## src/rtl/iats_pkg.sv

```systemverilog
// ----------------------------------------------------------------------------
// iats_pkg
// Shared types, constants and helpers of the injector angle-to-tick scheduler.
// ----------------------------------------------------------------------------
package iats_pkg;

  localparam int MAX_INJECTORS       = 6;
  localparam int ANGLE_FRACTION_BITS = 6;

  // one engine cycle, 720 degrees, in 1/64 degree
  localparam logic signed [19:0] CYCLE_UNITS = 20'sd46080;
  localparam logic [15:0] HALF_CYCLE_UNITS   = 16'd23040;
  localparam logic [14:0] CAM_HALF_UNITS     = 15'd11520;
  localparam logic [15:0] DEG360_UNITS       = 16'd23040;

  localparam logic [8:0]  DEG360             = 9'd360;
  localparam logic [46:0] PULSE_ROUND        = 47'd500000;
  // 1000000 = 64 * 15625: shift by six, then multiply by ceil(2^54 / 15625)
  // and keep the bits from 54 up; exact for any 41-bit dividend
  localparam logic [20:0] RECIP_HI           = 21'd549755;
  localparam logic [20:0] RECIP_LO           = 21'd1706847;
  localparam logic [2:0]  DIV_LAST_STEP      = 3'd3;

  localparam logic [2:0]  INJ_COUNT_RESET    = 3'd4;
  localparam logic [26:0] TPS_RESET          = 27'd1000000;

  typedef logic [MAX_INJECTORS-1:0][9:0] tdc_array_t;

  typedef enum logic [2:0] {
    REG_INJ_COUNT = 3'd0,
    REG_TPS       = 3'd1,
    REG_TDC0      = 3'd2,
    REG_TDC1      = 3'd3,
    REG_TDC2      = 3'd4,
    REG_TDC3      = 3'd5,
    REG_TDC4      = 3'd6,
    REG_TDC5      = 3'd7
  } reg_idx_t;

  typedef enum logic [2:0] {
    ACT_NONE         = 3'd0,
    ACT_CANCEL       = 3'd1,
    ACT_SKIP_PENDING = 3'd2,
    ACT_SKIP_PASSED  = 3'd3,
    ACT_OPEN_ONLY    = 3'd4,
    ACT_OPEN_CLOSE   = 3'd5,
    ACT_BAD_INDEX    = 3'd6
  } action_t;

  typedef enum logic [1:0] {
    K_NOSYNC = 2'd0,
    K_BADIDX = 2'd1,
    K_CANCEL = 2'd2,
    K_RUN    = 2'd3
  } kind_t;

  typedef enum logic [1:0] {
    B_IDLE   = 2'd0,
    B_MUL    = 2'd1,
    B_DIV    = 2'd2,
    B_DECIDE = 2'd3
  } bstate_t;

  typedef struct packed {
    kind_t       kind;
    logic [2:0]  idx;
    logic [32:0] tpd;
    logic [15:0] deg;
    logic [31:0] now;
    logic [19:0] pulse;
  } job_t;

  // wrap a signed open angle into [0, cycle]
  function automatic logic [15:0] wrap_start(input logic signed [16:0] v);
    logic signed [19:0] w;
    w = 20'(v);
    if (w > CYCLE_UNITS) begin
      w = w - CYCLE_UNITS;
    end else if (w < 0) begin
      w = w + CYCLE_UNITS;
      if (w < 0) begin
        w = w + CYCLE_UNITS;
      end
    end
    return w[15:0];
  endfunction

  // wrap the angle to travel into [0, cycle]; the input lies at most 1440 degrees outside
  function automatic logic [15:0] wrap_deg(input logic signed [19:0] v);
    logic signed [19:0] w;
    w = v;
    if (w > CYCLE_UNITS) begin
      w = w - CYCLE_UNITS;
      if (w > CYCLE_UNITS) begin
        w = w - CYCLE_UNITS;
      end
    end else if (w < 0) begin
      w = w + CYCLE_UNITS;
      if (w < 0) begin
        w = w + CYCLE_UNITS;
      end
    end
    return w[15:0];
  endfunction

  // a at or before b on the wrapping timer
  function automatic logic tick_le(input logic [31:0] a, input logic [31:0] b);
    logic [31:0] d;
    d = b - a;
    return !d[31];
  endfunction

  // a strictly before b on the wrapping timer
  function automatic logic tick_lt(input logic [31:0] a, input logic [31:0] b);
    logic [31:0] d;
    d = b - a;
    return (d != 32'd0) && !d[31];
  endfunction

endpackage

```

## src/rtl/iats_queue.sv

```systemverilog
// ----------------------------------------------------------------------------
// iats_queue
// Two-entry queue of classified requests between front and back.
// ----------------------------------------------------------------------------
module iats_queue (
  input  logic           clk,
  input  logic           rst,
  input  logic           push_valid,
  output logic           push_ready,
  input  iats_pkg::job_t push_job,
  output logic           pop_valid,
  input  logic           pop_ready,
  output iats_pkg::job_t pop_job
);

  iats_pkg::job_t mem [2];
  logic           wr_ptr;
  logic           rd_ptr;
  logic [1:0]     count;
  logic           do_push;
  logic           do_pop;

  assign push_ready = (count != 2'd2);
  assign pop_valid  = (count != 2'd0);
  assign do_push    = push_valid && push_ready;
  assign do_pop     = pop_valid && pop_ready;
  assign pop_job    = mem[rd_ptr];

  always_ff @(posedge clk) begin
    if (rst) begin
      wr_ptr <= 1'b0;
      rd_ptr <= 1'b0;
      count  <= 2'd0;
    end else begin
      if (do_push) begin
        wr_ptr <= !wr_ptr;
      end
      if (do_pop) begin
        rd_ptr <= !rd_ptr;
      end
      count <= count + 2'(do_push) - 2'(do_pop);
    end
    if (do_push) begin
      mem[wr_ptr] <= push_job;
    end
  end

endmodule

```

## config.mk

```make
export PLATFORM = sky130hd
export DESIGN_NAME = iats_queue
export DESIGN_NICKNAME = d
export VERILOG_FILES = /design/src/rtl/iats_pkg.sv /design/src/rtl/iats_queue.sv
export SDC_FILE = /design/constraint.sdc
export NUM_CORES = 1
export LEC_CHECK = 0
export BUFFER_PORTS_ARGS = -buffer_cell sky130_fd_sc_hd__buf_4
export CORE_MARGIN = 3
export CORE_UTILIZATION = 52
export CTS_CLUSTER_SIZE = 24
export DETAILED_ROUTE_END_ITERATION = 6
export PLACE_DENSITY = 0.79
export SYNTH_ARGS = -nofsm -noshare
export SYNTH_HDL_FRONTEND = slang
export SYNTH_SLANG_ARGS = --single-unit
```

## constraint.sdc

```tcl
create_clock -name clk -period 4.5 [get_ports clk]
set_input_delay 0.225 -clock clk [delete_from_list [all_inputs] [get_ports clk]]
set_output_delay 0.225 -clock clk [all_outputs]
set_load 0.1 [all_outputs]
```

Word-level counts from Yosys, hierarchy flattened
Memory sizes are Yosys's and may differ from the RTL's. A register that Yosys moved wholly into a read port is not among the register bits.
Index checks and enable logic that the tools add are counted.
W data, S select, Z words.
{"block": "word_totals", "regBits": 4, "ramBits": 212, "wordCells": 16, "n_memories": 1}
{"name": "mem", "words": 2, "word_bits": 106, "read_ports": 1, "rd_ports_with_merged_regs": 1, "wr": 1, "line": "iats_queue.sv:16", "source": "iats_pkg::job_t mem [2];"}
{"block": "classes", "n_addsub": 2, "eq_ne": 1, "muxes": 4, "n_reduce_logical": 5}
{"operator": "$mux W1", "count": 4}
{"operator": "$add A2 B1 Y2", "count": 1}
{"operator": "$logic_and A1 B1 Y1", "count": 2}
{"operator": "$logic_not A1 Y1", "count": 2}
{"operator": "$ne A2 B2 Y1 const B", "count": 1}
{"operator": "$reduce_bool A2 Y1", "count": 1}
{"operator": "$sub A2 B1 Y2", "count": 1}

Logic depth before layout (Yosys ltp)
Gate-level depths: netlist of run 1.
{"block": "depth", "word_depth": 4, "ltp_mapped": 6}

Worst setup path before layout of run 1
OpenSTA, ideal clock, no wires.
{"block": "synth_path", "path_type": "register to register", "start": "register count[0]", "end": "memory mem[1][0] in the netlist's numbering (enable)", "setup_time_ps": 478, "t_arrival_ps": 3863, "required_ps": 4022, "setup_slack_ps": 160, "path_stages_with_launch": 3, "n_path_buf": 0, "period_less_slack_ps": 4340, "cell_sequence": "dfxtp_1 nand2b_1 and3_1"}
{"block": "synth_via", "elab_chain_len": 4}
{"element": "start: declaration", "line": "iats_queue.sv:19", "source": "logic [1:0] count;"}
{"element": "start signal: assignment", "line": "iats_queue.sv:41", "source": "count <= count + 2'(do_push) - 2'(do_pop);"}
{"element": "$ne A2 B2 Y1", "line": "iats_queue.sv:23", "source": "assign push_ready = (count != 2'd2);"}
{"element": "via push_ready", "line": "iats_queue.sv:9", "source": "output logic push_ready,"}
{"element": "$logic_and A1 B1 Y1", "line": "iats_queue.sv:25", "source": "assign do_push = push_valid && push_ready;"}
{"element": "$mux W1", "line": "iats_queue.sv:43", "source": "if (do_push) begin"}
{"element": "$mux W1 (implied by the code)", "line": "iats_queue.sv:44", "source": "mem[wr_ptr] <= push_job;"}
{"element": "end: declaration", "line": "iats_queue.sv:16"}
The timed path passes the listed nets, and every way through them passes these cells.

==> flow_summary.yaml, run 1 <==
pwr:
  switching_share_pct: 41.4
  sequentialPowerShare_pct: 35.3
  p_int_mw: 4.26
  power.switching_mw: 3.01
  power_frac_comb_pct: 40.6
  power_frac_clock_pct: 24.1
  powerDensity_nw_per_um2: 624
  total_power_mw: 7.27
  p_leak_nw: 4.47
  peakVddDrop_v: 0.000410
clock_tree:
  cts.sinks: 217
  clk_pin_slew_ns: 0.06
  numCtsBuffers: 22
  h-tree-depth: 1
  ctsHoldBuffers: 107
  cts_tree: "yes"
  clockRootBuffer: "clkbuf_16"
  clock_latency_ns: 0.49
  cts_resized: 0
  clk_path_buf_depth: 3
  post_cts_buffers: 0
floorplan:
  die_w_microns: 131
  core_sq_um: 14900
  placementRows: 44
  fp.dieArea_sq_um: 17000
  die_h_microns: 131
  io-pin-count: 218
  initial_core_util_pct: 54.3
logic_synthesis:
  ys_ff_latch: 217
  synth_compound_area_share_pct: 0.543
  synth_xor_area_share_pct: 0.109
  synthMuxAreaShare_pct: 16.7
  ys_types: 24
  synthSimpleGateAreaFrac_pct: 1.13
  synthTopCellsByArea: "edfxtp_1, mux2_2, mux2_4"
  synth_nets: 470
  yosysTopAreaCell: "edfxtp_1"
  syn_avg_cell_area_sq_um: 22.5
  yosysWarnings: 0
  yosysTopAreaCellShare_pct: 78.9
  synth_top_family_by_area: "multiplexers"
  ys_seq_area_share_pct: 80.1
  synth_fa_ha_area_share_pct: 0.155
  synth.cell_area_sq_um: 8070
  syn_inst: 359
global_routing:
  grt_pass1_wl_mm: 26.1
  grt_start_max_net_pins: 90
  antenna_found_initial: 0
  grt_pass1_vias: 5033
  groute.usage.overall_pct: 20.0
  overflow: 0
placed_design:
  port_buffers: 217
  dp_hpwl_mm: 10.5
  pre_cts_ws_ns: 2.04
  gp_congestion: 0.738
worst_setup_path:
  required_ns: 4.28
  cp_data_arrival_time_ns: 2.42
  critPathKind: "reg -> out"
  end_kind: "output pin"
  critPathMaxFanout: 59
  worstSetupStartpointType: "flop"
sta:
  setup_viol: 0
  fin_crit_ns: 2.65
  post-route-period-util_pct: 58.9
  clock_skew_ns: 0.0130
  setup_tns_ns: 0
  fmax_mhz: 377
  postLayoutSetupSlackWorst_ns: 1.85
  rsz0062_at_grt: "false"
  hold_viol_final: 0
  whs_ns: 0.122
  relSlewSlack_pct: 20.5
  worstMarginPinSlew_ns: 1.19
  drv_slew: 0
drt:
  vias: 4601
  vias_per_cell: 5.12
  wirelength_mm: 17.8
  drt_iter0_markers: 289
  postRouteAntennaNets: 0
  wl_per_cell_microns: 19.9
  drc: 0
  firstDrtPassIters: 5
final_layout:
  drive_gt1_share_pct: 51.0
  utilization_pct: 78.4
  nets: 810
  num_antenna_cells: 0
  fillers: 760
  syn_to_final_growth_pct: 44.4
min_path:
  hp-class: "in -> reg"
job:
  max_cap_violations: 0
outcome:
  status: "finished, final reports clean"
worst max-delay path, cell delays in order (launching register included):
cell and delay [ns]:
dfxtp_4 0.85, buf_12 0.41, mux2_2 0.40, buf_4 0.23
routing by layer:
metal	GRT usage, %	wire length (microns)
met4	4.42	210
met5	0	0
met1	24.5	6730
met2	35.7	9340
met3	5.41	1560
cell families after synthesis:
family,count (synthesis)
flops,217
mux,106
xor+xnor,1
compound gates,6
fa+ha+maj,1
simple gates,15
buf+inv,13
cells in the mapped netlist:
master,count
and3_1,2
ha_1,1
nor4bb_1,1
or2_2,1
o31a_1,1
nand2b_1,1
edfxtp_1,212
o21ba_2,1
nor4_1,1
nand3b_1,1
nor2_1,4
xor2_1,1
a21oi_1,1
inv_1,1
nor3_2,1
dfxtp_1,5
nand3_1,1
mux2_4,40
buf_2,6
o21ai_0,2
nor2b_1,2
buf_6,6
a21bo_2,1
mux2_2,66
cells in the final DEF, fill, tap and decap left out, drive strengths merged, types with 4 or more instances in the layout:
cell type	synthesis	final
buf	12	221
dlygate4sd3	0	107
clkbuf	0	27
dfxtp	5	5
nor2	4	4
clkinv	0	9
mux2	106	106
edfxtp	212	212
sequential cells by signal, summed over array words and instances, names as in the netlist, named ones only:
register and flops:
count 2, mem 212, rd_ptr 1, wr_ptr 1
path summary, 6_finish.rpt:
check	endpoint	from	slack, ns	depth (start not counted)
setup reg to reg	mem[0][69]$_DFFE_PP_	count[0]$_SDFF_PP0_	1.99	4
setup / recovery	pop_job[14]	flop	1.85	3
hold / removal	wr_ptr$_SDFFE_PP0P_	push_valid	0.12	3
hold reg to reg	flop	rd_ptr$_SDFFE_PP0P_	0.51	2
cell type report:
cell class	instances	area (sq um)	area share (%)
sequential	217	6470	55.5
clock buffer	27	591	5.07
clock inverter	12	106	0.913
timing repair buffer	328	2740	23.5
multi-input combinational	129	1510	12.9
inverter	1	6.26	0.0537
tap	184	230	1.98
power by group through the flow:
| stage | clock network (mW) | registers, mW | logic (mW) |
|---|---|---|---|
| floorplan | 0 | 2.55 | 2.41 |
| global placement | 0 | 2.59 | 2.85 |
| detailed placement | 0 | 2.61 | 2.87 |
| CTS | 1.77 | 2.57 | 2.96 |
| global route | 1.86 | 2.59 | 3.03 |
| finish | 1.75 | 2.57 | 2.95 |
metrics by stage:
step           cells  instance area, sq um
2_1_floorplan    359                  8070
3_3_place_gp     752                  9880
3_5_place_dp     752                  9880
4_1_cts          898                 11700
5_1_grt          898                 11700
6_report         898                 11700
Note: power is estimated with default switching activity, not from simulation.
==> inputs of run 2 (changes only) <==
- CORE_UTILIZATION: 52 -> 47
- PLACE_DENSITY: 0.79 -> 0.76
- clock period: 4.5 -> 2.4 ns (I/O delays scaled with it)
==> flow_summary.yaml, run 2 (synthesis results as in run 1) <==
outcome:
  status: "finished, final reports clean"
final_layout:
  final_cell_mix: "buf_4, edfxtp_1, dlygate4sd3_1"
  layout_commonest_cell: "buf_4"
  drive_gt1_share_pct: 51.5
  num_antenna_cells: 0
  layout.cells.non_filler: 938
  top_register: "mem"
  utilization_pct: 70.6
  syn_to_final_growth_pct: 46.1
  largest_reg_flops: 212
  top_regs: "mem x212, count x2"
  final_cell_area_sq_um: 11800
  nets: 816
worst_setup_path:
  cp_cell_sequence: "buf_4 > mux2_2 > buf_4"
  worst-path-stages: 3
  r2r-end: "count[1]$_SDFF_PP0_"
  slowest_stage: "dfxtp_4"
  critPathMaxStageDelay_ns: 0.63
  critPathKind: "reg -> out"
  end_kind: "output pin"
  r2r-start: "count[1]$_SDFF_PP0_"
  worstSetupStartpointType: "flop"
  endpoint: "pop_job[54]"
  worst-r2r-setup-slack_ns: 0.74
  reg2reg_depth: 6
  cp_data_arrival_time_ns: 2.06
  cpLargestDelayFamily: "flip-flops"
  required_ns: 2.28
  cpMostUsedCell: "buf_4"
  crit_buf_inv: 2
  critPathMaxFanout: 29
drt:
  postRouteAntennaNets: 0
  firstDrtPassIters: 4
  wirelength_mm: 17.2
  drt_iter0_markers: 201
  vias_per_cell: 4.87
  drc: 0
  wl_per_cell_microns: 18.4
  vias: 4568
pwr:
  power_frac_comb_pct: 41.2
  power_frac_clock_pct: 24.0
  p_int_mw: 8.04
  power.switching_mw: 5.64
  sequentialPowerShare_pct: 34.8
  p_leak_nw: 4.50
  switching_share_pct: 41.2
  powerDensity_nw_per_um2: 1160
  peakVddDrop_v: 0.000992
clock_tree:
  clk_path_buf_depth: 3
  numCtsBuffers: 23
  cts_tree: "yes"
  clk_pin_slew_ns: 0.06
  h-tree-depth: 1
  clock_latency_ns: 0.49
  cts_resized: 0
  cts.sinks: 217
  clockRootBuffer: "clkbuf_16"
placed_design:
  dp_hpwl_mm: 10.3
  placed_area_sq_um: 10000
  port_buffers: 217
  gp_congestion: 0.706
  place_inst: 792
global_routing:
  antenna_found_initial: 0
  groute.usage.overall_pct: 17.6
  overflow: 0
  grt_pass1_vias: 5004
  grt_start_max_net_pins: 75
  grt_pass1_wl_mm: 25.7
floorplan:
  die_w_microns: 137
  core_sq_um: 16700
  fp.dieArea_sq_um: 18800
  die_h_microns: 137
  initial_core_util_pct: 48.3
  placementRows: 47
  io-pin-count: 218
sta:
  setup_viol: 0
  hold_viol_final: 0
  clock_skew_ns: 0.0139
  worstMarginPinSlew_ns: 0.447
  relSlewSlack_pct: 70.2
  post-route-period-util_pct: 90.8
  drv_slew: 0
  rsz0062_at_grt: "false"
  fmax_mhz: 459
  fin_crit_ns: 2.18
job:
  max_cap_violations: 0
min_path:
  hp-class: "in -> reg"
[run 2: cell types whose count changed in the layout (fill, tap and decap cells not counted), sizes merged]
cell / delta
buf: +4
dlygate4sd3: +1
clkbuf: +1
clkinv: -3
clkinvlp: +1
[run 2: layout make-up]
class	count	area (sq um)
Sequential cell	217	6470
Fill cell	1041	4920
Timing Repair Buffer	333	2820
Multi-Input combinational cell	129	1510
Clock buffer	28	594
Tap cell	220	275
Clock inverter	10	101
Inverter	1	7.51
[run 2: worst min path at each step]
stage,from,endpoint,depth (start not counted)
6_report,pop_ready,flop,4
5_1_grt,pop_ready,rd_ptr$_SDFFE_PP0P_,4
4_1_cts,pop_ready,flop,4
3_5_place_dp,push_job[68],mem[1][68]$_DFFE_PP_,1
3_3_place_gp,push_job[57],mem[0][57]$_DFFE_PP_,1
2_1_floorplan,rst,count[1]$_SDFF_PP0_,1
[run 2: power groups by stage]
| stage | Clock [mW] | Combinational, mW | Sequential (mW) |
|---|---|---|---|
| detailed placement | 0 | 5.48 | 4.84 |
| CTS | 3.37 | 5.65 | 4.76 |
| finish | 3.28 | 5.63 | 4.76 |
| floorplan | 0 | 4.54 | 4.77 |
| global route | 3.50 | 5.80 | 4.80 |
| global placement | 0 | 5.44 | 4.82 |
[run 2: layer usage]
layer / vias up / GRT usage, % / wire [microns]
met2: 192 / 31.8 / 9000
met3: 30 / 4.74 / 1290
li1: 2114 / - / -
met5: - / 0 / 0
met1: 2232 / 20.5 / 6600
met4: 0 / 4.93 / 328
[run 2: what timing repair did]
action,4_1_cts,5_1_grt
hold buffers,108,0
hold endpoints to repair,217,0
buffers inserted,0,0
[run 2: tightest hold or removal path, cell delays in order]
cell     delay, ns
buf_4         0.12
o21ai_0       0.08
xor2_1        0.09
nor2_1        0.08
[run 2: stage by stage]
stage | setup TNS, ns | hold slack, ns | worst slack, ns | power (mW)
6_report | 0 | 0.0338 | 0.221 | 13.7
5_1_grt | 0 | 0.0816 | 0.108 | 14.1
4_1_cts | 0 | 0.0189 | 0.166 | 13.8
3_5_place_dp | 0 | 0.308 | 0.707 | 10.3
3_3_place_gp | 0 | 0.305 | 0.723 | 10.3
2_1_floorplan | -57.65 | 0.182 | -0.415 | 9.30
