`src/rtl/iats_pkg.sv`:
```
// ----------------------------------------------------------------------------
// iats_pkg
// Shared types, constants and helpers of the injector angle-to-tick scheduler.
// ----------------------------------------------------------------------------
package iats_pkg;

  localparam int MAX_INJECTORS       = 6;
  localparam int ANGLE_FRACTION_BITS = 6;

  // one engine cycle, 720 degrees, in 1/64 degree
  localparam logic signed [19:0] CYCLE_UNITS = 20'sd46080;
  localparam logic [15:0] HALF_CYCLE_UNITS   = 16'd23040;
  localparam logic [14:0] CAM_HALF_UNITS     = 15'd11520;
  localparam logic [15:0] DEG360_UNITS       = 16'd23040;

  localparam logic [8:0]  DEG360             = 9'd360;
  localparam logic [46:0] PULSE_ROUND        = 47'd500000;
  // 1000000 = 64 * 15625: shift by six, then multiply by ceil(2^54 / 15625)
  // and keep the bits from 54 up; exact for any 41-bit dividend
  localparam logic [20:0] RECIP_HI           = 21'd549755;
  localparam logic [20:0] RECIP_LO           = 21'd1706847;
  localparam logic [2:0]  DIV_LAST_STEP      = 3'd3;

  localparam logic [2:0]  INJ_COUNT_RESET    = 3'd4;
  localparam logic [26:0] TPS_RESET          = 27'd1000000;

  typedef logic [MAX_INJECTORS-1:0][9:0] tdc_array_t;

  typedef enum logic [2:0] {
    REG_INJ_COUNT = 3'd0,
    REG_TPS       = 3'd1,
    REG_TDC0      = 3'd2,
    REG_TDC1      = 3'd3,
    REG_TDC2      = 3'd4,
    REG_TDC3      = 3'd5,
    REG_TDC4      = 3'd6,
    REG_TDC5      = 3'd7
  } reg_idx_t;

  typedef enum logic [2:0] {
    ACT_NONE         = 3'd0,
    ACT_CANCEL       = 3'd1,
    ACT_SKIP_PENDING = 3'd2,
    ACT_SKIP_PASSED  = 3'd3,
    ACT_OPEN_ONLY    = 3'd4,
    ACT_OPEN_CLOSE   = 3'd5,
    ACT_BAD_INDEX    = 3'd6
  } action_t;

  typedef enum logic [1:0] {
    K_NOSYNC = 2'd0,
    K_BADIDX = 2'd1,
    K_CANCEL = 2'd2,
    K_RUN    = 2'd3
  } kind_t;

  typedef enum logic [1:0] {
    B_IDLE   = 2'd0,
    B_MUL    = 2'd1,
    B_DIV    = 2'd2,
    B_DECIDE = 2'd3
  } bstate_t;

  typedef struct packed {
    kind_t       kind;
    logic [2:0]  idx;
    logic [32:0] tpd;
    logic [15:0] deg;
    logic [31:0] now;
    logic [19:0] pulse;
  } job_t;

  // wrap a signed open angle into [0, cycle]
  function automatic logic [15:0] wrap_start(input logic signed [16:0] v);
    logic signed [19:0] w;
    w = 20'(v);
    if (w > CYCLE_UNITS) begin
      w = w - CYCLE_UNITS;
    end else if (w < 0) begin
      w = w + CYCLE_UNITS;
      if (w < 0) begin
        w = w + CYCLE_UNITS;
      end
    end
    return w[15:0];
  endfunction

  // wrap the angle to travel into [0, cycle]; the input lies at most 1440 degrees outside
  function automatic logic [15:0] wrap_deg(input logic signed [19:0] v);
    logic signed [19:0] w;
    w = v;
    if (w > CYCLE_UNITS) begin
      w = w - CYCLE_UNITS;
      if (w > CYCLE_UNITS) begin
        w = w - CYCLE_UNITS;
      end
    end else if (w < 0) begin
      w = w + CYCLE_UNITS;
      if (w < 0) begin
        w = w + CYCLE_UNITS;
      end
    end
    return w[15:0];
  endfunction

  // a at or before b on the wrapping timer
  function automatic logic tick_le(input logic [31:0] a, input logic [31:0] b);
    logic [31:0] d;
    d = b - a;
    return !d[31];
  endfunction

  // a strictly before b on the wrapping timer
  function automatic logic tick_lt(input logic [31:0] a, input logic [31:0] b);
    logic [31:0] d;
    d = b - a;
    return (d != 32'd0) && !d[31];
  endfunction

endpackage

```
`src/rtl/iats_back.sv`:
```
// ----------------------------------------------------------------------------
// iats_back
// Compute ticks, check the close record, register the result.
// ----------------------------------------------------------------------------
module iats_back (
  input  logic           clk,
  input  logic           rst,
  input  logic [26:0]    ticks_per_second,
  input  logic           pop_valid,
  output logic           pop_ready,
  input  iats_pkg::job_t pop_job,
  output logic           out_valid,
  input  logic           out_ready,
  output logic [2:0]     action,
  output logic [31:0]    open_tick,
  output logic [31:0]    close_tick
);

  iats_pkg::bstate_t state;
  iats_pkg::bstate_t state_next;
  iats_pkg::job_t    j;

  logic [48:0] open_prod;
  logic [41:0] half_prod;
  logic [46:0] pulse_prod;
  logic [81:0] acc;
  logic [2:0]  cnt;
  logic [31:0] open_t;
  logic [31:0] half_t;

  logic [31:0] close_time [iats_pkg::MAX_INJECTORS];
  logic [iats_pkg::MAX_INJECTORS-1:0] close_pending;

  logic        out_load;
  logic [40:0] y_w;
  logic [20:0] y_part;
  logic [20:0] m_part;
  logic [41:0] pp;
  logic [81:0] pp_sh;
  logic [31:0] quo;
  logic [49:0] open_rnd;
  logic [42:0] half_rnd;
  logic [2:0]  rd_idx;
  logic [31:0] close_t;
  logic        pending;
  iats_pkg::action_t act;
  logic        rec_write;

  // next state
  always_comb begin
    state_next = state;
    case (state)
      iats_pkg::B_IDLE: begin
        if (pop_valid) begin
          state_next = (pop_job.kind == iats_pkg::K_RUN) ? iats_pkg::B_MUL : iats_pkg::B_DECIDE;
        end
      end
      iats_pkg::B_MUL:    state_next = iats_pkg::B_DIV;
      iats_pkg::B_DIV: begin
        if (cnt == iats_pkg::DIV_LAST_STEP) begin
          state_next = iats_pkg::B_DECIDE;
        end
      end
      iats_pkg::B_DECIDE: begin
        if (out_load) begin
          state_next = iats_pkg::B_IDLE;
        end
      end
      default:            state_next = iats_pkg::B_IDLE;
    endcase
  end

  // control outputs
  always_comb begin
    pop_ready = (state == iats_pkg::B_IDLE);
    out_load  = (state == iats_pkg::B_DECIDE) && (!out_valid || out_ready);
  end

  // reciprocal product of the shifted pulse product, one 21-bit piece a step
  always_comb begin
    y_w    = pulse_prod[46:6];
    y_part = cnt[1] ? {1'b0, y_w[40:21]} : y_w[20:0];
    m_part = cnt[0] ? iats_pkg::RECIP_HI : iats_pkg::RECIP_LO;
    pp     = 42'(y_part) * 42'(m_part);
    case (cnt[1:0])
      2'd0:    pp_sh = 82'(pp);
      2'd3:    pp_sh = 82'(pp) << 42;
      default: pp_sh = 82'(pp) << 21;
    endcase
    quo      = 32'(acc[81:54]);
    open_rnd = {1'b0, open_prod} + 50'(1 << 21);
    half_rnd = {1'b0, half_prod} + 43'h8000;
  end

  // decision on the close record
  always_comb begin
    rd_idx  = (j.idx < 3'(iats_pkg::MAX_INJECTORS)) ? j.idx : 3'd0;
    close_t = open_t + quo;
    pending = close_pending[rd_idx] && !iats_pkg::tick_le(close_time[rd_idx], j.now);
    case (j.kind)
      iats_pkg::K_NOSYNC: act = iats_pkg::ACT_NONE;
      iats_pkg::K_BADIDX: act = iats_pkg::ACT_BAD_INDEX;
      iats_pkg::K_CANCEL: act = iats_pkg::ACT_CANCEL;
      default: begin
        if ((j.deg > iats_pkg::HALF_CYCLE_UNITS) && pending &&
            iats_pkg::tick_lt(close_time[rd_idx], open_t - half_t)) begin
          act = iats_pkg::ACT_SKIP_PENDING;
        end else if (iats_pkg::tick_le(open_t, j.now)) begin
          act = iats_pkg::ACT_SKIP_PASSED;
        end else if (iats_pkg::tick_le(close_t, j.now)) begin
          act = iats_pkg::ACT_OPEN_ONLY;
        end else begin
          act = iats_pkg::ACT_OPEN_CLOSE;
        end
      end
    endcase
    rec_write = out_load && (act == iats_pkg::ACT_OPEN_CLOSE);
  end

  always_ff @(posedge clk) begin
    if (rst) begin
      state         <= iats_pkg::B_IDLE;
      out_valid     <= 1'b0;
      close_pending <= '0;
    end else begin
      state <= state_next;
      if (out_load) begin
        out_valid <= 1'b1;
      end else if (out_ready) begin
        out_valid <= 1'b0;
      end
      if (rec_write) begin
        close_pending[rd_idx] <= 1'b1;
      end
    end
    if (pop_valid && pop_ready) begin
      j <= pop_job;
    end
    if (state == iats_pkg::B_MUL) begin
      open_prod  <= 49'(j.tpd) * 49'(j.deg);
      half_prod  <= 42'(j.tpd) * 42'(iats_pkg::DEG360);
      pulse_prod <= 47'(j.pulse) * 47'(ticks_per_second) + iats_pkg::PULSE_ROUND;
      cnt        <= 3'd0;
    end
    if (state == iats_pkg::B_DIV) begin
      acc <= ((cnt == 3'd0) ? 82'd0 : acc) + pp_sh;
      cnt <= cnt + 3'd1;
      if (cnt == 3'd0) begin
        open_t <= j.now + 32'(open_rnd[49:22]);
        half_t <= 32'(half_rnd[42:16]);
      end
    end
    if (rec_write) begin
      close_time[rd_idx] <= close_t;
    end
    if (out_load) begin
      action     <= act;
      open_tick  <= (j.kind == iats_pkg::K_RUN) ? open_t : 32'd0;
      close_tick <= ((act == iats_pkg::ACT_OPEN_ONLY) || (act == iats_pkg::ACT_OPEN_CLOSE)) ?
                    close_t : 32'd0;
    end
  end

  a_mul_to_div: assert property (@(posedge clk) disable iff (rst)
    state == iats_pkg::B_MUL |=> state == iats_pkg::B_DIV && cnt == 3'd1 - 3'd1)
    else $error("multiply step not followed by first divide step");

  a_div_run_only: assert property (@(posedge clk) disable iff (rst)
    state == iats_pkg::B_DIV |-> j.kind == iats_pkg::K_RUN)
    else $error("divider entered for a request that needs no ticks");

  a_record_set: assert property (@(posedge clk) disable iff (rst)
    rec_write |=> close_pending[$past(rd_idx)] && out_valid)
    else $error("close record not set after open and close");

endmodule

```
`config.mk`:
```
export PLATFORM = sky130hd
export DESIGN_NAME = iats_back
export DESIGN_NICKNAME = d
export VERILOG_FILES = /design/src/rtl/iats_pkg.sv /design/src/rtl/iats_back.sv
export SDC_FILE = /design/constraint.sdc
export NUM_CORES = 2
export LEC_CHECK = 0
export ABC_AREA = 1
export CORE_MARGIN = 10
export CORE_UTILIZATION = 35
export DETAILED_ROUTE_END_ITERATION = 16
export DONT_BUFFER_PORTS = 1
export GPL_ROUTABILITY_DRIVEN = 0
export GPL_TIMING_DRIVEN = 0
export PLACE_DENSITY_LB_ADDON = 0.15
export SYNTH_ARGS = -nofsm -noshare
export SYNTH_HDL_FRONTEND = slang
export SYNTH_SLANG_ARGS = --single-unit
```
`constraint.sdc`:
```
create_clock -name clk -period 8.87 [get_ports clk]
set_input_delay 0.4435 -clock clk [delete_from_list [all_inputs] [get_ports clk]]
set_output_delay 0.4435 -clock clk [all_outputs]
set_load 0.05 [all_outputs]
```
## After elaboration in Yosys (flattened, before gate mapping)

Memory sizes are Yosys's and may differ from the RTL's.
Cells that the tools add are included.

- ROM bits: 0
- Input port bits: 137
- Bits in latches: 0
- Memories kept: 1
- Flip-flop bits (word level): 461
- RAM bits: 192

Memory list:

| name | depth | width | rd ports | clocked after Yosys merged registers in | wr ports | line | source |
|---|---|---|---|---|---|---|---|
| close_time | 6 | 32 | 1 | 0 | 1 | iats_back.sv:31 | `logic [31:0] close_time [iats_pkg::MAX_INJECTORS];` |

- Divide/modulo/power cells: 0
- Bitwise logic cells: 1
- Reductions and logical operators: 21
- Order comparisons: 4
- Add/sub/neg operators: 12
- Shift operators: 0
- Mux-type cells: 24
- Eq/ne operators: 14
- $mul: 4

Operators with widths:

| cell | count |
|---|---|
| 82-bit one-hot mux with 2 select lines | 1 |
| 32-bit subtractor | 4 |
| 82-bit adder | 1 |
| 82-bit two-way mux | 1 |
| 32-bit by 28-bit adder with 32-bit output | 2 |
| 49-bit by 22-bit adder with 50-bit output (second input constant) | 1 |
| 33-bit by 16-bit multiplier with 49-bit output | 1 |
| 47-bit by 19-bit adder with 47-bit output (second input constant) | 1 |
| 20-bit by 27-bit multiplier with 47-bit output | 1 |
| 42-bit by 16-bit adder with 43-bit output (second input constant) | 1 |
| 21-bit by 21-bit multiplier with 42-bit output | 1 |
| 21-bit two-way mux | 2 |
| 33-bit by 6-bit multiplier with 39-bit output (second input constant) | 1 |
| 32-bit nonzero test | 1 |
| 32-bit by 27-bit subtractor with 32-bit output | 1 |
| 16-bit by 15-bit > comparator with 1-bit output (second input constant) | 1 |
| 3-bit two-way mux | 5 |
| 2-bit equality test (second input constant) | 6 |
| 3-bit one-hot mux with 3 select lines | 1 |
| 1-bit logical AND | 8 |
| 2-bit two-way mux | 4 |
| 2-bit one-hot mux with 4 select lines | 1 |
| 1-bit two-way mux | 7 |
| 3-bit equality test (second input constant) | 2 |
| 17 further kinds | 25 |

## Logic depth before layout (Yosys ltp)

- Depth after elaboration: 13
- Depth in mapped cells: 52

## Worst setup path after synthesis

Ideal clock, no wire load.

- Path type: flip-flop to flip-flop
- Start point: register cnt[1]
- End point: register acc[81] (data pin)
- Slack: -0.367 ns
- Stages on the path, launching flop included: 50
- Arrival time: 8.974 ns
- Buffers on the path: 2
- Library setup time: 0.263 ns
- Path through: edfxtp_1 > clkbuf_1 > buf_1 > o21ai_1 > nor2_1 > inv_1 > o21ai_0 > inv_1 > ha_1 > or2_2 > fa_1 > inv_1 > fa_1 > inv_1 > fa_1 > inv_1 > fa_1 > inv_1 > [14 not listed] > nand2_1 > a21oi_1 > xor2_1 > o22ai_1 > ha_1 > nand2_1 > nor2_1 > inv_1 > nor2_1 > inv_1 > nor2_1 > and3b_1 > a21oi_1 > o21bai_1 > nand2_1 > a21oi_1 > xnor2_1 > xor2_1

- Word-level cells in the longest chain between the ends: 4
- Elaborated cells on any way between the ends: 8
- Those cells by class: add/sub: 1; mul: 1; eq/ne: 1; mux: 3; reduce/logical: 2

RTL lines:

| item | line | source |
|---|---|---|
| from (decl) | iats_back.sv:27 | `logic [2:0] cnt;` |
| from (signal assigned) | iats_back.sv:147 | `cnt <= cnt + 3'd1;` |
| 21-bit two-way mux | iats_back.sv:82 | `y_part = cnt[1] ? {1'b0, y_w[40:21]} : y_w[20:0];` |
| 21-bit by 21-bit multiplier with 42-bit output | iats_back.sv:84 | `pp = 42'(y_part) * 42'(m_part);` |
| 82-bit one-hot mux with 2 select lines | iats_back.sv:85 | `case (cnt[1:0])` |
| 82-bit adder * | iats_back.sv:146 | `acc <= ((cnt == 3'd0) ? 82'd0 : acc) + pp_sh;` |
| to (signal assigned) | iats_back.sv:146 |  |
| to (decl) | iats_back.sv:26 | `logic [81:0] acc;` |

Every way passes the cells marked *; elsewhere a longest branch is shown, timed or not.
A chain may end at the register's enable or synchronous reset.

## Worst setup path in the final report

- Start point: register cnt[1]
- End point: register acc[60] (data pin)

The elaborated chain is that of the path after synthesis.

==> flow_summary.yaml <==
timing:
  max_clock_freq_mhz: 108
  tightest_slew_ns: 1.18
  fin_skew_ns: 0.0903
  fin_crit_ns: 9.27
  rsz0062_at_grt: "true"
  fin_ws_ns: -0.399
  final_max_slew_viol_count: 0
  setup_viol: 41
  max-slew-margin-rel_pct: 20.9
  hold_viol: 0
  period_share_pct: 105
layout:
  layout_common_cells: "2389 x inv_1, 1970 x nand2_1, 1173 x fa_1, 820 x ha_1, 605 x edfxtp_1"
  syn_to_final_growth_pct: 15.1
  layout-drive-gt1-share_pct: 8.91
  final_util_pct: 40.4
  mostFrequentLayoutCell: "inv_1"
  nNetsFinal: 12566
floorplanning:
  die_y_um: 514
  pin_count: 206
  die_area_mm2: 0.264
  die_x_um: 514
  num_rows: 181
  coreArea_mm2: 0.243
  start_util_pct: 35.1
synth:
  yosysSeqAreaShare_pct: 21.5
  synth_adder_area_share_pct: 40.5
  synth_edf_count: 605
  yosysTopAreaCell: "fa_1"
  muxShareOfSynthArea_pct: 0
  synth_xor_area_share_pct: 3.64
  synth-compound-area-share_pct: 7.76
  synth_nets: 12141
  ys.flop_type: "edfxtp_1"
  ys_warn_count: 0
  yosys.area_share.simple_pct: 14.4
  syn_inst: 9954
  syn_area_mm2: 0.0853
  synth_top_family_by_area: "adder cells"
  ys_seq_elements: 614
  synth_top_area_share_pct: 27.7
  syn-mean-instance-area_um2: 8.57
  async_flop_share_pct: 0
  synth.area.top_cells: "fa_1 28%, edfxtp_1 21%, ha_1 13%"
  synth_cell_types: 71
drt:
  num_vias: 67792
  drc_errors: 0
  drt_wl_total_mm: 290
  first_pass_iters: 6
  via_per_inst: 4.97
  wl_per_cell_um: 21.2
  postRouteAntennaNets: 0
  drt_iter0_drc: 5154
clock_tree:
  cts.sinks: 614
  clk_pin_slew_worst_paths_ns: 0.06
  cts_root_buffer: "clkbuf_16"
  cts_tree: "yes"
  insertion_delay_ns: 0.73
  cts_buffers: 80
  clk_path_buf_depth: 3
  cts_htree_levels: 3
setup_path:
  critPathKind: "reg2reg"
  cp.arrival_ns: 9.72
  cpPeakStageDelay_ns: 0.59
  reg2reg_to: "acc[60]"
  crit_path_top_delay_cell: "fa_1"
  reg2reg_depth: 47
  r2r_slack_ns: -0.40
  worstSetupEndpointType: "flip-flop"
  required_ns: 9.32
  reg2reg_from: "cnt[1]"
  path_max_fanout: 7
  start_kind: "flip-flop"
global_routing:
  antenna_found_initial: 19
  grt_usage_pct: 21.6
  grt_pass1_vias: 70831
  grt_max_degree: 73
  overflow: 0
  grt_pass1_wl_mm: 437
placed_design:
  dp_hpwl_mm: 242
  io_buffers: 0
min_path:
  holdPathEnd: "state[0]"
  min_path_type: "in2reg"
  min_path_cells: 6
  min_from: "pop_valid"
outcome:
  status: "complete, but fails checks"
  violations: "setup timing"
flow_run:
  drv_cap: 0
==> cells in the mapped netlist (11+ instances only) <==
| master | instances |
|---|---|
| edfxtp_1 | 605 |
| o21ai_0 | 193 |
| a211oi_1 | 13 |
| nor3_1 | 52 |
| nor2_2 | 11 |
| a311oi_1 | 25 |
| ha_1 | 870 |
| inv_2 | 11 |
| o21bai_1 | 24 |
| a21o_1 | 21 |
| or2_2 | 26 |
| a31oi_1 | 74 |
| nand2_1 | 2017 |
| o22ai_1 | 40 |
| a21boi_1 | 12 |
| nand3_1 | 165 |
| nor4_1 | 17 |
| a221o_1 | 25 |
| inv_1 | 2446 |
| nor2_1 | 656 |
| o221ai_1 | 18 |
| nand3_2 | 11 |
| clkbuf_1 | 291 |
| a21oi_1 | 518 |
| o21ai_1 | 30 |
| nand4_1 | 50 |
| xnor2_1 | 114 |
| xor2_1 | 240 |
| o211ai_1 | 28 |
| o21a_1 | 36 |
| fa_1 | 1180 |
==> state kept, by name, indices dropped and copies added (netlist names) <==
| signal | count |
|---|---|
| close_time | 192 |
| j | 106 |
| acc | 82 |
| pulse_prod | 41 |
| close_tick | 32 |
| open_t | 32 |
| open_tick | 32 |
| open_prod | 28 |
| half_prod | 27 |
| half_t | 27 |
| close_pending | 6 |
| action | 3 |
| cnt | 3 |
| state | 2 |
| out_valid | 1 |
==> critical path, delay by kind of cell, from the launching register on <==
family / cells / cell delay, ns
AO/OA/AOI/OAI: 13 / 1.99
buffers and inverters: 16 / 1.50
adder cells (fa/ha/maj): 9 / 3.92
XOR/XNOR: 2 / 0.44
AND/OR/NAND/NOR: 7 / 0.74
flip-flops: 1 / 0.43
==> how the worst max path moves through the flow <==
stage / depth (start not counted) / slack, ns / end / from
final: 47 / -0.40 / acc[60] / cnt[1]
after global routing: 42 / -0.68 / acc[68] / cnt[1]
after CTS: 44 / -0.30 / acc[69] / cnt[1]
after detailed placement: 44 / -2.57 / acc[73] / cnt[1]
after global placement: 35 / -2.81 / acc[73] / cnt[1]
after floorplan: 48 / 0.008 / acc[81] / cnt[1]
==> area by class of cell <==
type,instances,area [µm²]
fillers,24458,145000
repair buffers,345,3180
clock inverters,55,669
diodes,6,15.0
flip-flops and latches,614,18300
well taps,3202,4010
multi-input cells,6575,59400
inverters,2457,9260
plain buffers,306,1250
clock buffers,89,2040
==> layer usage <==
layer | wire, µm | up-vias | GRT usage, %
met5 | 9 | - | 0
met4 | 13100 | 2 | 8.28
met1 | 125000 | 33704 | 28.6
li1 | - | 31592 | -
met3 | 16400 | 449 | 2.85
met2 | 135000 | 2045 | 35.8
==> what timing repair did <==
action	4_1_cts	5_1_grt
hold endpoints to repair	107	0
buffers inserted	132	93
hold buffers	107	0
pin swaps	139	170
cloned	2	0
setup endpoints to repair	70	58
resized for setup	397	262
==> cells by family (layout without fill, tap and decap cells) <==
| group | Yosys count | after routing |
|---|---|---|
| flops | 614 | 614 |
| simple gates | 3049 | 3049 |
| compound gates | 1122 | 1122 |
| fa+ha+maj | 2050 | 2050 |
| other cells | 0 | 6 |
| xor+xnor | 354 | 354 |
| buf+inv | 2765 | 3252 |
==> through the flow <==
stage               TNS (ns)  setup WS, ns  std cells  hold slack [ns]  instance area, µm²
floorplan                  0       0.00837       9954            0.437               85300
global placement     -153.67         -2.81      13156            0.445               89300
detailed placement   -111.38         -2.57      13168            0.451               89600
CTS                    -5.29        -0.299      13551           0.0421               96300
global route          -24.13        -0.681      13648            0.146               98200
finish                 -9.75        -0.399      13649            0.105               98200
Power is left out: the tool's default activity adds up to more than one toggle a clock period on the data nets, which glitch-free logic cannot reach.
