**config.mk**
```make
export PLATFORM = sky130hd
export DESIGN_NAME = iats_front
export DESIGN_NICKNAME = d
export VERILOG_FILES = /design/src/rtl/iats_pkg.sv /design/src/rtl/iats_front.sv
export SDC_FILE = /design/constraint.sdc
export NUM_CORES = 1
export LEC_CHECK = 0
export BUFFER_PORTS_ARGS = -buffer_cell sky130_fd_sc_hd__buf_4
export CORE_AREA = 10 10 116 171
export CTS_CLUSTER_DIAMETER = 60
export CTS_CLUSTER_SIZE = 25
export DETAILED_ROUTE_END_ITERATION = 10
export DIE_AREA = 0 0 126 181
export PLACE_DENSITY = 0.81
export SYNTH_ARGS = -nofsm -noshare
export SYNTH_HDL_FRONTEND = slang
export SYNTH_SLANG_ARGS = --single-unit
```
**constraint.sdc**
```tcl
create_clock -name clk -period 9.79 [get_ports clk]
set_input_delay 0.979 -clock clk [delete_from_list [all_inputs] [get_ports clk]]
set_output_delay 0.979 -clock clk [all_outputs]
set_load 0.02 [all_outputs]
```
**src/rtl/iats_pkg.sv**
```systemverilog
// ----------------------------------------------------------------------------
// iats_pkg
// Shared types, constants and helpers of the injector angle-to-tick scheduler.
// ----------------------------------------------------------------------------
package iats_pkg;

  localparam int MAX_INJECTORS       = 6;
  localparam int ANGLE_FRACTION_BITS = 6;

  // one engine cycle, 720 degrees, in 1/64 degree
  localparam logic signed [19:0] CYCLE_UNITS = 20'sd46080;
  localparam logic [15:0] HALF_CYCLE_UNITS   = 16'd23040;
  localparam logic [14:0] CAM_HALF_UNITS     = 15'd11520;
  localparam logic [15:0] DEG360_UNITS       = 16'd23040;

  localparam logic [8:0]  DEG360             = 9'd360;
  localparam logic [46:0] PULSE_ROUND        = 47'd500000;
  // 1000000 = 64 * 15625: shift by six, then multiply by ceil(2^54 / 15625)
  // and keep the bits from 54 up; exact for any 41-bit dividend
  localparam logic [20:0] RECIP_HI           = 21'd549755;
  localparam logic [20:0] RECIP_LO           = 21'd1706847;
  localparam logic [2:0]  DIV_LAST_STEP      = 3'd3;

  localparam logic [2:0]  INJ_COUNT_RESET    = 3'd4;
  localparam logic [26:0] TPS_RESET          = 27'd1000000;

  typedef logic [MAX_INJECTORS-1:0][9:0] tdc_array_t;

  typedef enum logic [2:0] {
    REG_INJ_COUNT = 3'd0,
    REG_TPS       = 3'd1,
    REG_TDC0      = 3'd2,
    REG_TDC1      = 3'd3,
    REG_TDC2      = 3'd4,
    REG_TDC3      = 3'd5,
    REG_TDC4      = 3'd6,
    REG_TDC5      = 3'd7
  } reg_idx_t;

  typedef enum logic [2:0] {
    ACT_NONE         = 3'd0,
    ACT_CANCEL       = 3'd1,
    ACT_SKIP_PENDING = 3'd2,
    ACT_SKIP_PASSED  = 3'd3,
    ACT_OPEN_ONLY    = 3'd4,
    ACT_OPEN_CLOSE   = 3'd5,
    ACT_BAD_INDEX    = 3'd6
  } action_t;

  typedef enum logic [1:0] {
    K_NOSYNC = 2'd0,
    K_BADIDX = 2'd1,
    K_CANCEL = 2'd2,
    K_RUN    = 2'd3
  } kind_t;

  typedef enum logic [1:0] {
    B_IDLE   = 2'd0,
    B_MUL    = 2'd1,
    B_DIV    = 2'd2,
    B_DECIDE = 2'd3
  } bstate_t;

  typedef struct packed {
    kind_t       kind;
    logic [2:0]  idx;
    logic [32:0] tpd;
    logic [15:0] deg;
    logic [31:0] now;
    logic [19:0] pulse;
  } job_t;

  // wrap a signed open angle into [0, cycle]
  function automatic logic [15:0] wrap_start(input logic signed [16:0] v);
    logic signed [19:0] w;
    w = 20'(v);
    if (w > CYCLE_UNITS) begin
      w = w - CYCLE_UNITS;
    end else if (w < 0) begin
      w = w + CYCLE_UNITS;
      if (w < 0) begin
        w = w + CYCLE_UNITS;
      end
    end
    return w[15:0];
  endfunction

  // wrap the angle to travel into [0, cycle]; the input lies at most 1440 degrees outside
  function automatic logic [15:0] wrap_deg(input logic signed [19:0] v);
    logic signed [19:0] w;
    w = v;
    if (w > CYCLE_UNITS) begin
      w = w - CYCLE_UNITS;
      if (w > CYCLE_UNITS) begin
        w = w - CYCLE_UNITS;
      end
    end else if (w < 0) begin
      w = w + CYCLE_UNITS;
      if (w < 0) begin
        w = w + CYCLE_UNITS;
      end
    end
    return w[15:0];
  endfunction

  // a at or before b on the wrapping timer
  function automatic logic tick_le(input logic [31:0] a, input logic [31:0] b);
    logic [31:0] d;
    d = b - a;
    return !d[31];
  endfunction

  // a strictly before b on the wrapping timer
  function automatic logic tick_lt(input logic [31:0] a, input logic [31:0] b);
    logic [31:0] d;
    d = b - a;
    return (d != 32'd0) && !d[31];
  endfunction

endpackage

```
**src/rtl/iats_front.sv**
```systemverilog
// ----------------------------------------------------------------------------
// iats_front
// Classify requests, pick the angle source and wrap the angles.
// ----------------------------------------------------------------------------
module iats_front (
  input  logic                     clk,
  input  logic                     rst,
  input  logic                     in_valid,
  output logic                     in_ready,
  input  logic                     crank_synced,
  input  logic                     cam_synced,
  input  logic [7:0]               crank_resolution,
  input  logic [7:0]               cam_resolution,
  input  logic [14:0]              crank_angle,
  input  logic [14:0]              cam_angle,
  input  logic [31:0]              crank_ticks_per_degree,
  input  logic [31:0]              cam_ticks_per_degree,
  input  logic [31:0]              now_tick,
  input  logic [2:0]               injector_index,
  input  logic signed [16:0]       open_angle,
  input  logic [19:0]              pulse_us,
  input  logic [2:0]               injector_count,
  input  iats_pkg::tdc_array_t     tdc,
  output logic                     push_valid,
  input  logic                     push_ready,
  output iats_pkg::job_t           push_job
);

  logic               a_valid;
  iats_pkg::kind_t    a_kind;
  logic [2:0]         a_idx;
  logic [32:0]        a_tpd;
  logic [15:0]        a_pos;
  logic [15:0]        a_start;
  logic [31:0]        a_now;
  logic [19:0]        a_pulse;

  logic               use_crank;
  logic [2:0]         limit;
  iats_pkg::kind_t    kind_next;
  logic [15:0]        pos_next;
  logic [32:0]        tpd_next;
  logic [9:0]         tdc_sel;
  logic signed [19:0] travel;

  assign in_ready   = !a_valid || push_ready;
  assign push_valid = a_valid;

  always_comb begin
    use_crank = crank_synced && cam_synced &&
                ({1'b0, cam_resolution} <= {crank_resolution, 1'b0});
    limit = (injector_count > 3'(iats_pkg::MAX_INJECTORS)) ?
            3'(iats_pkg::MAX_INJECTORS) : injector_count;
    if (use_crank) begin
      pos_next = {1'b0, crank_angle} +
                 ((cam_angle >= iats_pkg::CAM_HALF_UNITS) ? iats_pkg::DEG360_UNITS : 16'd0);
      tpd_next = {1'b0, crank_ticks_per_degree};
    end else begin
      pos_next = {cam_angle, 1'b0};
      tpd_next = {cam_ticks_per_degree, 1'b0};
    end
    if (!use_crank && !cam_synced) begin
      kind_next = iats_pkg::K_NOSYNC;
    end else if (injector_index >= limit) begin
      kind_next = iats_pkg::K_BADIDX;
    end else if (pulse_us == 20'd0) begin
      kind_next = iats_pkg::K_CANCEL;
    end else begin
      kind_next = iats_pkg::K_RUN;
    end
  end

  always_ff @(posedge clk) begin
    if (rst) begin
      a_valid <= 1'b0;
    end else if (in_ready) begin
      a_valid <= in_valid;
    end
    if (in_valid && in_ready) begin
      a_kind  <= kind_next;
      a_idx   <= injector_index;
      a_tpd   <= tpd_next;
      a_pos   <= pos_next;
      a_start <= iats_pkg::wrap_start(open_angle);
      a_now   <= now_tick;
      a_pulse <= pulse_us;
    end
  end

  // angle still to travel: tdc + start - position, wrapped
  always_comb begin
    tdc_sel = (a_idx < 3'(iats_pkg::MAX_INJECTORS)) ? tdc[a_idx] : 10'd0;
    travel  = $signed({4'b0, tdc_sel, 6'b0}) + $signed({4'b0, a_start}) -
              $signed({4'b0, a_pos});
    push_job.kind  = a_kind;
    push_job.idx   = a_idx;
    push_job.tpd   = a_tpd;
    push_job.deg   = iats_pkg::wrap_deg(travel);
    push_job.now   = a_now;
    push_job.pulse = a_pulse;
  end

endmodule

```
## Word level (Yosys, flattened, before mapping)

Cells that the tools add are included.

| operators by class | value |
|---|---|
| $add $sub $neg | 10 |
| $lt $le $gt $ge | 13 |
| muxes and demuxes | 16 |
| reduce and logical (&&, ||, !) cells | 10 |

Operators by type and width:

| kind | number |
|---|---|
| two-way mux 16 bit | 8 |
| < comparator 18 x 1 -> 1 bit, second input constant | 2 |
| adder 16 bit, second input constant | 2 |
| two-way mux 32 bit | 1 |
| subtractor 16 bit, second input constant | 2 |
| binary-select mux 10 bit (select 3 bit) | 1 |
| zero test 20 bit | 1 |
| two-way mux 10 bit | 2 |
| adder 18 x 17 -> 19 bit, second input constant | 1 |
| greater-than comparator 19 x 17 -> 1 bit, second input constant | 1 |
| < comparator 19 x 1 -> 1 bit, second input constant | 1 |
| subtractor 18 x 17 -> 19 bit, second input constant | 1 |
| adder 17 x 17 -> 18 bit, second input constant | 1 |
| greater-than comparator 18 x 17 -> 1 bit, second input constant | 1 |
| subtractor 17 x 16 -> 18 bit | 1 |
| adder 16 x 16 -> 17 bit | 1 |
| greater-than comparator 17 bit, second input constant | 1 |
| < comparator 17 x 1 -> 1 bit, second input constant | 1 |
| adder 15 x 15 -> 16 bit | 1 |
| greater-or-equal comparator 15 x 14 -> 1 bit, second input constant | 1 |
| two-way mux 15 bit | 1 |
| <= comparator 8 x 9 -> 1 bit | 1 |
| logical AND 1 bit | 4 |
| < comparator 3 x 4 -> 1 bit, second input constant | 1 |
| 8 further kinds | 11 |

| word-level totals | value |
|---|---|
| register bits after elaboration | 123 |
| input port bits | 251 |
| output and inout port bits | 108 |
| word-level logic and storage cells | 61 |

## Depth between registers and ports, before layout

Gate-level depths: netlist of the first run.

| logic depth | value |
|---|---|
| word-level depth | 10 |
| depth in mapped cells | 27 |

## Worst setup path before layout of the first run

No wires, ideal clock.

| timing | value |
|---|---|
| path type | register -> output |
| start point | reg a_idx[0] |
| end point | out push_job[65] (netlist bit) |
| arrival | 6.417 ns |
| data required time | 8.811 ns |
| setup slack | 2.394 ns |
| stages on the path, launching flop included | 23 |
| buffers on the path | 3 |
| cells stage by stage | edfxtp_1 > buf_1 > clkbuf_1 > mux2i_1 > nor2_1 > a21oi_1 > fa_1 > inv_1 > ha_1 > o211ai_1 > nor2_1 > a311oi_1 > clkbuf_1 > inv_1 > ha_1 > nor4_1 > o21ai_1 > or4_4 > and3_4 > o211ai_2 > o31ai_1 > a2111oi_0 > o32a_1 |

RTL lines:

| item | line | RTL |
|---|---|---|
| start, declared | iats_front.sv:31 | `logic [2:0] a_idx;` |
| start signal, assigned | iats_front.sv:81 | `a_idx <= injector_index;` |
| end, declared | iats_front.sv:26 | `output iats_pkg::job_t push_job` |

==> key figures, run 1 <==
Worst setup path
  – Arr. time, crit path: 7.66 ns
  – Critical Path Source Type: flip-flop
  – Critical path data required time: 8.81 ns
  – Reg2reg start: push_valid$_SDFFE_PP0N_
  – Cells on worst reg2reg path: 3
  – R2R setup slack: 7.35 ns
  – Worst-path cell chain: buf_4 -> mux4_2 -> nand2_1 -> o21ai_0 -> fa_1 -> ha_1 -> o211ai_1 -> or2_4 -> a211oi_1 -> or3_1 -> inv_1 -> ha_1 -> and3_1 -> a221oi_1 -> nand3_1 -> nor3_1 -> a211o_1 -> o32ai_1 -> a21oi_1 -> o31ai_1 -> a2111oi_0 -> o32a_1 -> buf_4
  – Crit path max-delay cell type: edfxtp_1
  – Delay of the slowest cell on the worst path: 0.62 ns
  – Worst Setup End Kind: primary output
  – CP Class: flip-flop to primary output
  – Critical register-to-register path endpoint: a_tpd[24]$_DFFE_PP_
  – Worst Path Max Fanout: 14

Global routing
  – Met2 Use GR: 48.1%
  – GR Layer Usage met3: 9.02%
  – Met1 Usage GRT: 25.6%
  – Total track usage: 25.7%
  – Initial antenna violation count: 2
  – Most crowded layer after global routing: met2
  – First-pass GRT wire length: 45300 µm
  – Largest net degree at the start of global routing: 70
  – Total gr overflow: 0
  – Vias in the first global route: 7509

Die
  – Die area: 0.0228 mm²
  – Top Ports: 359
  – Core region area: 0.0167 mm²
  – Die width: 126 µm
  – FP Rows: 58
  – Die Ht: 181 µm
  – Initial Util: 47.5%

Synth
  – Seq/Total Area, Yosys: 46.4%
  – Post-synth EDFFs: 122
  – Synth Flop Type: edfxtp_1
  – Asr flop ratio synth: 0%
  – #FFs+latches synth: 123
  – Syn avg cell area: 11.5 µm²
  – Netlist Area Pre-Place: 0.00793 mm²
  – Synth Net Count: 1003
  – Post-Syn Instances: 689
  – Ys Warns: 0
  – Cell variety after synth: 71

Finish
  – Most frequent cells in the layout: buf_4, edfxtp_1, inv_1, ha_1, mux2_2
  – Share of layout cells above drive strength 1: 44.2%
  – Fin area: 0.0114 mm²
  – Most common cell after layout, fill and taps aside: buf_4
  – Area Overhead vs Synth: 43.6%
  – Layout net count: 1361

Route
  – Final WL: 30400 µm
  – Drt via density: 5.60
  – Routed WL per cell: 23.9 µm
  – Drt pass-1 iters: 5
  – Antenna viol nets, final: 0
  – Initial drt markers: 542
  – Via count: 7114
  – Remaining DRCs: 0

Place
  – Cell Area, Placed: 0.0108 mm²
  – Number of port buffers: 358
  – Routability cong.: 0.989
  – Dpl hpwl: 25100 µm
  – Pre-CTS setup slack: 1.67 ns

Power
  – Reg power frac: 24.0%
  – Combinational share of power: 53.3%
  – Total power: 0.00266 W
  – Pwr/cell area: 234 mW/mm²
  – Sw frac: 41.5%
  – Highest ir drop seen on vdd: 0.323 mV
  – Clock power share: 22.7%
  – P_leak: 5.05 nW
  – Power Internal: 0.00156 W
  – P_sw: 0.00111 W

Min path
  – Hold path endpoint: push_valid$_SDFFE_PP0N_
  – Worst Hold Class: flip-flop to flip-flop
  – Min-Delay Startpoint: push_valid$_SDFFE_PP0N_
  – Hold Crit Depth: 2

CTS
  – Clock tree root buffer cell: clkbuf_16
  – Num CTS Buffers: 17
  – CTS Sinks: 123
  – CTS Buffer Depth: 2
  – Clk_lat worst skew: 0.42 ns
  – Resize count post-CTS: 0
  – Clock transition at path regs: 0.06 ns
  – # hold bufs at CTS: 0
  – CTS H-tree lvls: 4
  – CTS tree: done
  – Post-CTS Setup Bufs: 0

Timing
  – RSZ-0062 raised after global routing: no
  – Slew Limit Fails: 0
  – TNS Setup: 0 ns
  – Slew headroom: 40.2%
  – Fin Clk Skew: 0.0203 ns
  – Crit share post-route: 88.2%
  – Worst-Margin Slew: 0.897 ns
  – Final Hold Fails: 0
  – Final setup viols: 0
  – Tmin final: 8.64 ns
  – PnR worst setup slack: 1.15 ns
  – Worst hold slack: 0.703 ns
  – Fmax: 0.116 GHz

Run
  – Maxcap violations: 0

Outcome
  – Outcome: finished clean
==> power by group through the flow <==
stage	Clock [W]	Sequential, W	Combinational, W
final	0.000604	0.000637	0.00142
after global routing	0.000634	0.000641	0.00154
after CTS	0.000610	0.000638	0.00141
after detailed placement	0	0.000648	0.00140
after global placement	0	0.000646	0.00139
after floorplan	0	0.000679	0.000930
==> cell families after synthesis <==
group           count (synthesis)  synth area share, %
fa+ha+maj                      63                 11.0
buf+inv                        90                 4.40
simple gates                  156                 9.97
flops                         123                 46.4
compound gates                165                 14.8
mux                            65                 10.5
xor+xnor                       27                 2.98
==> cell usage after synthesis, types with 3 or more instances <==
cell	n	area share, %
a211oi_1	9	0.85
a21o_1	12	1.1
a21oi_1	39	2.5
a21oi_2	3	0.33
a221oi_1	5	0.55
a31oi_1	9	0.71
and2_1	8	0.63
and3_1	5	0.39
buf_2	3	0.19
clkbuf_1	18	0.85
edfxtp_1	122	46
fa_1	11	2.8
ha_1	52	8.2
inv_1	65	3.1
mux2_2	43	6.1
mux2i_1	12	1.5
mux4_2	10	2.8
nand2_1	36	1.7
nand2b_1	8	0.63
nand3_1	14	0.88
nand4_1	5	0.39
nor2_1	39	1.8
nor2b_1	6	0.47
nor3_1	10	0.63
nor3b_1	3	0.28
nor4_1	10	0.79
o2111ai_1	3	0.33
o211ai_1	13	1.2
o21a_1	4	0.38
o21ai_0	25	1.6
o21ai_1	5	0.32
o311a_1	3	0.38
or3_1	4	0.32
xnor2_1	22	2.4
xor2_1	5	0.55
==> metal layers <==
| layer | wire length (µm) | part of all wire [%] |
|---|---|---|
| met4 | 833 | 2.7 |
| met3 | 2550 | 8.4 |
| met1 | 10200 | 33 |
| met5 | 13 | 0.043 |
| met2 | 16900 | 55 |
==> state kept, by name (all words and copies together) (netlist names) <==
register,cells
a_kind,2
a_tpd,33
a_pos,16
push_valid,1
a_pulse,20
a_idx,3
a_now,32
a_start,16
==> final cells by class <==
cell class	count	area, µm²
timing repair buffer	363	2730
clock buffer	18	429
multi-input combinational	476	3900
antenna	1	2.50
clock inverter	14	133
tap	210	263
fill	1276	5310
inverter	66	248
sequential	123	3680
==> per-stage QoR <==
| stage | std cells | utilization [%] |
|---|---|---|
| floorplan | 689 | - |
| global placement | 1238 | 64.8 |
| detailed placement | 1238 | 64.8 |
| CTS | 1270 | 68.2 |
| global route | 1271 | 68.2 |
| finish | 1271 | 68.2 |
==> critical path: cells and delay by family, from the launching register on <==
family	cells	cell delay, ns
AOI/OAI and AO/OA	10	2.52
and+or+nand+nor	6	1.70
muxes	1	0.54
DFF	1	0.62
buffers and inverters	3	0.68
adders and majority gates	3	1.18
==> worst max path at each step <==
stage | startpoint | to | cells after the start
3_5_place_dp | tdc[41] | push_job[65] | 22
3_3_place_gp | tdc[41] | push_job[65] | 22
4_1_cts | a_idx[0]$_DFFE_PP_ | push_job[65] | 23
2_1_floorplan | a_idx[0]$_DFFE_PP_ | push_job[65] | 22
5_1_grt | a_idx[0]$_DFFE_PP_ | push_job[65] | 23
6_report | a_idx[0]$_DFFE_PP_ | push_job[65] | 23
No activity file was read; power rests on OpenSTA's default activity.
==> inputs of run 2 (changes only) <==
Settings changed: BUFFER_PORTS_ARGS -buffer_cell sky130_fd_sc_hd__buf_4 to -buffer_cell sky130_fd_sc_hd__buf_2, SKIP_CTS_REPAIR_TIMING set to 1.
==> run 2 against run 1 <==
Net effect:
- total power down 2.2%
- sequential power about the same
- sequential cell count unchanged
- combinational power down 6%
- largest cell class unchanged
==> key figures, run 2 (synthesis gave the netlist of run 1 again) <==
Die
  – Die area: 0.0228 mm²
  – Initial Util: 47.5%
  – Die Ht: 181 µm
  – Top Ports: 359
  – Die width: 126 µm
  – Core region area: 0.0167 mm²
  – FP Rows: 58

Timing
  – Slew Limit Fails: 0
  – Fmax: 0.117 GHz
  – Fin Clk Skew: 0.00815 ns
  – Worst-Margin Slew: 1.24 ns
  – Tmin final: 8.56 ns
  – Slew headroom: 17.4%
  – RSZ-0062 raised after global routing: no
  – PnR worst setup slack: 1.23 ns
  – TNS Setup: 0 ns
  – Final Hold Fails: 0
  – Final setup viols: 0
  – Crit share post-route: 87.5%

CTS
  – Clk_lat worst skew: 0.41 ns
  – Clock transition at path regs: 0.06 ns
  – Clock tree root buffer cell: clkbuf_16
  – CTS H-tree lvls: 4
  – Num CTS Buffers: 17
  – CTS Buffer Depth: 2
  – CTS tree: done
  – CTS Sinks: 123

Route
  – Antenna viol nets, final: 0
  – Drt pass-1 iters: 5
  – Drt via density: 5.60
  – Initial drt markers: 571
  – Final WL: 29200 µm
  – Routed WL per cell: 23.0 µm
  – Remaining DRCs: 0
  – Via count: 7117

Finish
  – Fin area: 0.0105 mm²
  – Most flops, register: a_tpd
  – Layout net count: 1359
  – Post-route insts no fill: 1270
  – Biggest regs: a_tpd x33, a_now x32, a_pulse x20
  – Most frequent cells in the layout: buf_2, edfxtp_1, inv_1, ha_1, mux2_2
  – Most common cell after layout, fill and taps aside: buf_2
  – Area Overhead vs Synth: 32.6%
  – Max reg flops: 33
  – Share of layout cells above drive strength 1: 44.0%

Power
  – P_leak: 4.76 nW
  – Reg power frac: 24.5%
  – Combinational share of power: 51.3%
  – Power Internal: 0.00152 W
  – P_sw: 0.00108 W
  – Clock power share: 24.2%
  – Highest ir drop seen on vdd: 0.375 mV
  – Sw frac: 41.5%
  – Pwr/cell area: 247 mW/mm²

Min path
  – Worst Hold Class: flip-flop to flip-flop

Worst setup path
  – Critical Path Source Type: flip-flop
  – Worst Setup End Kind: primary output
  – Arr. time, crit path: 7.58 ns
  – Worst Path Max Fanout: 13
  – CP Class: flip-flop to primary output
  – Critical path data required time: 8.81 ns

Place
  – Dpl hpwl: 24400 µm
  – Routability cong.: 0.976
  – Post-Place Cells: 1236
  – Cell Area, Placed: 0.00991 mm²
  – Number of port buffers: 358
  – Pre-CTS setup slack: 1.70 ns

Global routing
  – Vias in the first global route: 7421
  – Largest net degree at the start of global routing: 77
  – Total track usage: 24.7%
  – First-pass GRT wire length: 43700 µm
  – Total gr overflow: 0
  – Initial antenna violation count: 4

Outcome
  – Outcome: finished clean

Run
  – Maxcap violations: 0
run 2: cell types whose count changed in the layout (fill, tap and decap cells not counted), sizes merged:
cell,previous run,this run
clkinvlp,3,1
clkinv,4,8
inv,72,67
bufinv,1,3
buf,363,361
diode,1,3
run 2: cell type report:
class | instances | area (µm²)
antenna | 3 | 7.51
multi-input combinational | 476 | 3900
inverter | 66 | 248
fill | 1351 | 6170
timing repair buffer | 361 | 1810
clock buffer | 18 | 429
tap | 210 | 263
clock inverter | 13 | 169
sequential | 123 | 3680
run 2: metal layers:
metal	vias to the layer above	track usage [%]	share of wire [%]
li1	3314	-	-
met3	63	6.94	8.1
met2	388	45.5	54
met4	2	9.91	3.7
met5	-	0	0.038
met1	3350	25.4	34
run 2: worst paths after layout:
| kind | cells after the start | endpoint | slack (ns) | startpoint |
|---|---|---|---|---|
| max | 22 | push_job[65] | 1.23 | a_idx[0]$_DFFE_PP_ |
| min | 2 | push_valid$_SDFFE_PP0N_ | 0.68 | push_valid$_SDFFE_PP0N_ |
| max reg2reg | 3 | a_pos[1]$_DFFE_PP_ | 7.42 | push_valid$_SDFFE_PP0N_ |
| min reg2reg | 2 | push_valid$_SDFFE_PP0N_ | 0.68 | push_valid$_SDFFE_PP0N_ |
run 2: metrics by stage:
step | util (%) | power, W | hold slack (ns)
2_1_floorplan | - | 0.00161 | 0.729
3_3_place_gp | 59.4 | 0.00195 | 0.666
3_5_place_dp | 59.4 | 0.00196 | 0.646
4_1_cts | 63.0 | 0.00259 | 0.659
5_1_grt | 63.0 | 0.00276 | 0.702
6_report | 63.0 | 0.00260 | 0.677
run 2: power groups by stage:
stage,Sequential (W),Clock [W],Combinational [W]
detailed placement,0.000648,0,0.00131
CTS,0.000637,0.000638,0.00132
finish,0.000637,0.000631,0.00133
global route,0.000640,0.000660,0.00146
global placement,0.000646,0,0.00130
floorplan,0.000679,0,0.000930
run 2: worst max-delay path: stages, from the launching register on:
cell and delay [ns]:
edfxtp_1 0.64, buf_4 0.35, mux4_2 0.52, a21oi_1 0.30
fa_1 0.49, inv_1 0.08, ha_1 0.32, a21o_1 0.25
o41ai_1 0.51, or3_1 0.39, inv_1 0.18, ha_1 0.28
and3_1 0.19, a221oi_1 0.31, nand3_1 0.26, nor3_1 0.46
a211o_1 0.22, o32ai_1 0.12, a21oi_1 0.35, o31ai_1 0.13
a2111oi_0 0.46, o32a_1 0.20, buf_2 0.16
